--- src/seo_pkg.sv ---
// package for the subtask execution ordering block
// holds sizes, shared types and the controller to datapath command set
// no dependencies
package seo_pkg;

	localparam int MAX_TASKS    = 32;
	localparam int MAX_SUBTASKS = 32;

	typedef logic [5:0]  id_t;
	typedef logic [4:0]  tidx_t;
	typedef logic [31:0] mask_t;

	typedef enum logic [3:0] {
		OP_NOP,
		OP_LOAD,
		OP_GCNT,
		OP_GRP_CLR,
		OP_GRP,
		OP_MAX,
		OP_CAND,
		OP_PICK,
		OP_DEACT,
		OP_PARTA,
		OP_SPLIT,
		OP_PARTB,
		OP_PARTC,
		OP_START,
		OP_EMIT,
		OP_CLEAR
	} dp_op_t;

	typedef struct packed {
		dp_op_t     op;
		logic [5:0] idx;
		logic [5:0] lvl;
		logic [5:0] pos_l;
	} dp_cmd_t;

	typedef struct packed {
		logic [5:0] task_count;
		logic [5:0] highest;
		logic [5:0] maxlen;
		logic       any;
		logic       g_zero;
		logic       more;
		logic [5:0] split;
		logic       gs_next;
	} dp_sts_t;

endpackage

--- src/seo_ctrl.sv ---
// controller: sequencer for load, level by level graph build and row output
// drives seo_dp through dp_cmd_t and reads dp_sts_t; depends on seo_pkg
module seo_ctrl (
	input  logic             clk,
	input  logic             arst_n,
	input  logic             in_valid,
	input  logic             in_eos,
	output logic             in_ready,
	output logic             out_valid,
	input  logic             out_ready,
	output seo_pkg::dp_cmd_t cmd,
	input  seo_pkg::dp_sts_t sts
);

	localparam logic [4:0] S_LOAD  = 5'd0;
	localparam logic [4:0] S_GCNT  = 5'd1;
	localparam logic [4:0] S_TOP   = 5'd2;
	localparam logic [4:0] S_GRP   = 5'd3;
	localparam logic [4:0] S_GCHK  = 5'd4;
	localparam logic [4:0] S_MAX   = 5'd5;
	localparam logic [4:0] S_CAND  = 5'd6;
	localparam logic [4:0] S_PICK  = 5'd7;
	localparam logic [4:0] S_PCHK  = 5'd8;
	localparam logic [4:0] S_DEACT = 5'd9;
	localparam logic [4:0] S_PARTA = 5'd10;
	localparam logic [4:0] S_SPLIT = 5'd11;
	localparam logic [4:0] S_PARTB = 5'd12;
	localparam logic [4:0] S_PARTC = 5'd13;
	localparam logic [4:0] S_NEXT  = 5'd14;
	localparam logic [4:0] S_START = 5'd15;
	localparam logic [4:0] S_MORE  = 5'd16;
	localparam logic [4:0] S_RSCH  = 5'd17;
	localparam logic [4:0] S_EMIT  = 5'd18;
	localparam logic [4:0] S_CLR   = 5'd19;

	logic [4:0] state_q, state_d;
	logic [5:0] i_q, i_d;
	logic [5:0] l_q, l_d;
	logic [5:0] r_q, r_d;
	logic [5:0] lvl_q, lvl_d;
	logic       ov_q, ov_d;

	always_comb begin
		state_d   = state_q;
		i_d       = i_q;
		l_d       = l_q;
		r_d       = r_q;
		lvl_d     = lvl_q;
		ov_d      = ov_q && !out_ready;
		cmd.op    = seo_pkg::OP_NOP;
		cmd.idx   = i_q;
		cmd.lvl   = lvl_q;
		cmd.pos_l = l_q;
		unique case (state_q)
			S_LOAD: begin
				if (in_valid) begin
					cmd.op = seo_pkg::OP_LOAD;
					if (in_eos) begin
						state_d = S_GCNT;
						i_d     = '0;
					end
				end
			end
			S_GCNT: begin
				if (sts.task_count == 6'd0) begin
					state_d = S_EMIT;
					i_d     = '0;
				end else begin
					cmd.op = seo_pkg::OP_GCNT;
					if (i_q == sts.task_count - 6'd1) begin
						l_d     = '0;
						r_d     = sts.task_count - 6'd1;
						lvl_d   = 6'd1;
						state_d = S_TOP;
					end else begin
						i_d = i_q + 6'd1;
					end
				end
			end
			S_TOP: begin
				if (lvl_q > sts.maxlen) begin
					state_d = S_EMIT;
					i_d     = '0;
				end else begin
					cmd.op  = seo_pkg::OP_GRP_CLR;
					i_d     = l_q;
					state_d = S_GRP;
				end
			end
			S_GRP: begin
				cmd.op = seo_pkg::OP_GRP;
				if (i_q == r_q) begin
					state_d = S_GCHK;
				end else begin
					i_d = i_q + 6'd1;
				end
			end
			S_GCHK: begin
				i_d     = '0;
				state_d = sts.any ? S_MAX : S_NEXT;
			end
			S_MAX: begin
				cmd.op = seo_pkg::OP_MAX;
				if (i_q == sts.highest - 6'd1) begin
					i_d     = '0;
					state_d = S_CAND;
				end else begin
					i_d = i_q + 6'd1;
				end
			end
			S_CAND: begin
				cmd.op = seo_pkg::OP_CAND;
				if (i_q == sts.task_count - 6'd1) begin
					i_d     = '0;
					state_d = S_PICK;
				end else begin
					i_d = i_q + 6'd1;
				end
			end
			S_PICK: begin
				cmd.op = seo_pkg::OP_PICK;
				if (i_q == sts.highest - 6'd1) begin
					state_d = S_PCHK;
				end else begin
					i_d = i_q + 6'd1;
				end
			end
			S_PCHK: begin
				i_d     = l_q;
				state_d = sts.g_zero ? S_DEACT : S_PARTA;
			end
			S_DEACT: begin
				cmd.op = seo_pkg::OP_DEACT;
				if (i_q == r_q) begin
					state_d = S_NEXT;
				end else begin
					i_d = i_q + 6'd1;
				end
			end
			S_PARTA: begin
				cmd.op = seo_pkg::OP_PARTA;
				if (i_q == r_q) begin
					state_d = S_SPLIT;
				end else begin
					i_d = i_q + 6'd1;
				end
			end
			S_SPLIT: begin
				cmd.op  = seo_pkg::OP_SPLIT;
				i_d     = l_q;
				state_d = S_PARTB;
			end
			S_PARTB: begin
				cmd.op = seo_pkg::OP_PARTB;
				if (i_q == r_q) begin
					i_d     = l_q;
					state_d = S_PARTC;
				end else begin
					i_d = i_q + 6'd1;
				end
			end
			S_PARTC: begin
				cmd.op = seo_pkg::OP_PARTC;
				if (i_q == r_q) begin
					r_d     = sts.split - 6'd1;
					state_d = S_NEXT;
				end else begin
					i_d = i_q + 6'd1;
				end
			end
			S_NEXT: begin
				if (r_q + 6'd1 == sts.task_count) begin
					i_d     = '0;
					state_d = (lvl_q == 6'd1) ? S_START : S_MORE;
				end else begin
					l_d     = r_q + 6'd1;
					r_d     = r_q + 6'd1;
					state_d = S_RSCH;
				end
			end
			S_START: begin
				cmd.op = seo_pkg::OP_START;
				if (i_q == sts.task_count - 6'd1) begin
					state_d = S_MORE;
				end else begin
					i_d = i_q + 6'd1;
				end
			end
			S_MORE: begin
				if (!sts.more) begin
					i_d     = '0;
					state_d = S_EMIT;
				end else begin
					l_d     = '0;
					r_d     = '0;
					lvl_d   = lvl_q + 6'd1;
					state_d = S_RSCH;
				end
			end
			S_RSCH: begin
				cmd.idx = r_q;
				if (sts.gs_next) begin
					state_d = S_TOP;
				end else begin
					r_d = r_q + 6'd1;
				end
			end
			S_EMIT: begin
				if (!ov_q || out_ready) begin
					cmd.op = seo_pkg::OP_EMIT;
					ov_d   = 1'b1;
					if (i_q == sts.highest) begin
						state_d = S_CLR;
					end else begin
						i_d = i_q + 6'd1;
					end
				end
			end
			S_CLR: begin
				cmd.op  = seo_pkg::OP_CLEAR;
				state_d = S_LOAD;
			end
			default: begin
				state_d = S_LOAD;
			end
		endcase
	end

	always_ff @(posedge clk or negedge arst_n) begin
		if (!arst_n) begin
			state_q <= S_LOAD;
			i_q     <= '0;
			l_q     <= '0;
			r_q     <= '0;
			lvl_q   <= '0;
			ov_q    <= 1'b0;
		end else begin
			state_q <= state_d;
			i_q     <= i_d;
			l_q     <= l_d;
			r_q     <= r_d;
			lvl_q   <= lvl_d;
			ov_q    <= ov_d;
		end
	end

	assign in_ready  = (state_q == S_LOAD);
	assign out_valid = ov_q;

`ifndef SYNTH
	a_grp_range: assert property (@(posedge clk) disable iff (!arst_n)
		(state_q == S_GRP) |-> (i_q >= l_q && i_q <= r_q))
		else $error("group scan index outside group");
	a_eos_stop: assert property (@(posedge clk) disable iff (!arst_n)
		(in_valid && in_ready && in_eos) |=> !in_ready)
		else $error("input still taken after end of set");
	a_top_pos: assert property (@(posedge clk) disable iff (!arst_n)
		(state_q == S_TOP) |-> (l_q < sts.task_count))
		else $error("group start beyond task count");
	a_clr_row: assert property (@(posedge clk) disable iff (!arst_n)
		(state_q == S_CLR) |-> out_valid)
		else $error("last row not pending at clear");
`endif

endmodule

--- config.mk ---
export PLATFORM = sky130hd
export DESIGN_NAME = seo_ctrl
export DESIGN_NICKNAME = d
export VERILOG_FILES = /design/src/seo_pkg.sv /design/src/seo_ctrl.sv
export SDC_FILE = /design/constraint.sdc
export NUM_CORES = 1
export LEC_CHECK = 0
export ABC_CLOCK_PERIOD_IN_PS = 3200
export BUFFER_PORTS_ARGS = -buffer_cell sky130_fd_sc_hd__buf_2
export CAP_MARGIN = 0
export CORE_MARGIN = 4
export CORE_UTILIZATION = 55
export CTS_CLUSTER_DIAMETER = 60
export DETAILED_ROUTE_END_ITERATION = 16
export PLACE_DENSITY = 0.78
export SYNTH_ARGS = -nofsm -noshare
export SYNTH_HDL_FRONTEND = slang
export SYNTH_SLANG_ARGS = --single-unit
--- constraint.sdc ---
create_clock -name clk -period 3.2 [get_ports clk]
set_clock_uncertainty 0.05 [all_clocks]
set_input_delay 0.32 -clock clk [delete_from_list [all_inputs] [get_ports clk]]
set_output_delay 0.32 -clock clk [all_outputs]
set_load 0.05 [all_outputs]
==> results.md <==
* First-pass GRT wire length at 16200 um
* Hold Vio Cnt, Final at 0
* CTS Sinks at 30
* H-tree depth at 2
* Mapped Area at 3340 sq um
* Overflow after GRT at 0
* Critical path type: register to primary output
* Total number of vias at 3550
* Wirelength, routed at 9740 um
* Post-synthesis cell count at 433
* Core area at 5890 sq um
* Number of antenna diodes at 0
* #FFs+latches synth at 30
* Num CTS Buffers at 5
* Status: complete, no violations
* Post-synth EDFFs at 0
* Initial antenna violation count at 0
* Chip Width at 85.9 um
* Static Leakage at 1.81 nW
* Critical path data required time at 2.83 ns
* Max Buffers Root-to-Sink at 2
* Commonest non-fill, non-tap cell in the layout: buf_2
* GP Congestion at 0.977
* Final TNS setup at 0 ns
* Final nets at 532
* Cts hold-fix bufs at 0
* Worst min path class: primary input to asynchronous set/reset pin
* Worst setup SP type: register
* Slew headroom at 0.464
* Synth Flop Type: dfrtp_1
* Die area at 7370 sq um
* Setup crit end kind: primary output
* Port bufs at 56
* Fillers at 527
* Syn nets at 480
* Arr. time, crit path at 2.57 ns
* Seq/Total Area, Yosys at 0.225
* CP cell instances: ha_1 > a211oi_1 > nor2_1 > o32a_1 > nor2_1 > a21o_1 > a22oi_1 > o211ai_1 > buf_2
* Clk Latency, worst-skew pair at 0.29 ns
* Initial Util at 0.567
* Post-synth top area share at 0.225
* RSZ-0062 raised after global routing: false
* Post-CTS setup buffer count at 0
* GRT Util Overall at 0.270
* Worst path slowest cell: dfrtp_1
* Largest net degree at the start of global routing at 31
* Slew Limit Fails at 0
* Count of final setup violators at 0
* Resize count post-CTS at 0
* Clock Root Buffer: clkbuf_8
* Cell variety after synth at 63
* Via/cell ratio at 6.33
* Area contributors post-synth: dfrtp_1 23%, o21ai_0 5.9%, xnor2_1 5.8%, ha_1 5.3%, nand2_1 4.4%
* Synth-to-Final Area Change at 15.0%
* Detailed Route Iter0 Violations at 282
* Min Clock Period, post-route at 2.94 ns
* YS warnings at 0
* Yosys top cell by area: dfrtp_1
* I/O pin cnt at 57
* CP top delay family: compound AO/OA/AOI/OAI gates
* Vias in the first global route at 3376
* Die Y at 85.9 um
* Most used cell, CP: nor2_1
* Most frequent cells in the layout: 56 x buf_2, 39 x nand2_1, 39 x o21ai_0
* Asr flop ratio synth at 1.00
* Syn avg cell area at 7.70 sq um
* # DRC at 0
* Row count at 28
* DP HPWL at 7610 um
* Layout cells sized above 1 at 0.204
* WP buf/inv at 1
* Drt pass-1 iters at 6
* Least-Margin Pin Slew at 0.803 ns
* Routed WL per cell at 17.4 um
* Fmax achieved at 340 MHz
* Crit share post-route at 0.920
* CTS tree: done
* CTS clock-pin slew for the worst setup and hold paths at 0.08 ns
* Max VDD drop at 0.000615 V
* Max Cap Violations at 0
* CP max stage delay at 0.44 ns
* Critical Path Fanout Max at 7
* Power density over the cells at 1050 nW/um^2
* Final Util at 0.652
* Number of routed nets with antenna violations at 0
-- final cells by class --
cell class / instances / area [sq um] / area share
Clock inverter: 3 / 40.0 / 0.0104
Tap cell: 75 / 93.8 / 0.0245
Multi-Input combinational cell: 350 / 2370 / 0.619
Timing Repair Buffer: 75 / 423 / 0.110
Sequential cell: 30 / 751 / 0.196
Inverter: 23 / 86.3 / 0.0225
Clock buffer: 5 / 68.8 / 0.0179
-- layer usage --
metal,vias up,global-route usage,share of wire
met5,-,0,0
met4,0,0.0806,0.019
met3,25,0.0490,0.078
met2,169,0.443,0.47
met1,1687,0.363,0.43
li1,1669,-,-
-- Yosys cell counts, types with 3 or more instances --
| library cell | instances |
|---|---|
| a32oi_1 | 5 |
| clkbuf_1 | 25 |
| o31ai_1 | 4 |
| nand2_1 | 39 |
| nand2b_1 | 8 |
| nand3_1 | 17 |
| a221oi_1 | 4 |
| nor4_1 | 3 |
| nor2_1 | 35 |
| or3_1 | 3 |
| o22ai_1 | 5 |
| nor3b_1 | 6 |
| nand4_1 | 5 |
| xnor2_1 | 22 |
| inv_1 | 23 |
| a21oi_1 | 19 |
| buf_2 | 4 |
| nor2b_1 | 9 |
| nor3_1 | 16 |
| o211ai_1 | 3 |
| or4_1 | 3 |
| xnor3_1 | 4 |
| or2_2 | 5 |
| ha_1 | 14 |
| a31oi_1 | 3 |
| a22oi_1 | 4 |
| o21ai_0 | 39 |
| and2_1 | 3 |
| dfrtp_1 | 30 |
| mux2_2 | 9 |
| a211oi_1 | 3 |
| xor2_1 | 16 |
| and4_1 | 4 |
-- through the flow --
step                worst slack, ns  cell area, sq um  hold WS [ns]  total power [mW]  std cells
finish                        0.255              3840        0.0159              4.03        561
detailed placement           0.0966              3730         0.369              3.58        553
global placement              0.190              3730         0.354              3.54        553
CTS                           0.251              3840        0.0509              3.98        561
floorplan                     0.125              3340       -0.0256              2.83        433
global route                 0.0664              3840        0.0800              4.31        561
-- sequential cells by signal, summed over array words and instances (netlist names) --
signal     flops
r_q            6
lvl_q          6
i_q            6
l_q            6
out_valid      1
state_q        5
-- power breakdown --
group          total [mW]  switching [mW]  internal, mW
logic                2.79            1.71          1.07
registers           0.848           0.325         0.522
clock network       0.394           0.165         0.229
total                4.03            2.20          1.83
-- cell families after synthesis --
group,count (synthesis),synth area share
mux,9,0.0304
buf+inv,53,0.0634
flops,30,0.225
xor+xnor,44,0.141
simple gates,167,0.260
compound gates,116,0.228
fa+ha+maj,14,0.0525
-- final timing paths --
path / slack, ns / endpoint / depth (start not counted) / from
max in group asynchronous: 2.62 / state_q[2] / 1 / arst_n
setup / recovery: 0.26 / cmd[19] / 9 / lvl_q[3]
setup reg to reg: 0.30 / i_q[5] / 7 / i_q[2]
min in group clk: 0.26 / lvl_q[3] / 3 / sts[7]
hold / removal: 0.02 / i_q[1] / 1 / arst_n
hold reg to reg: 0.48 / l_q[2] / 2 / l_q[2]
(Power assumes the default switching activity.)
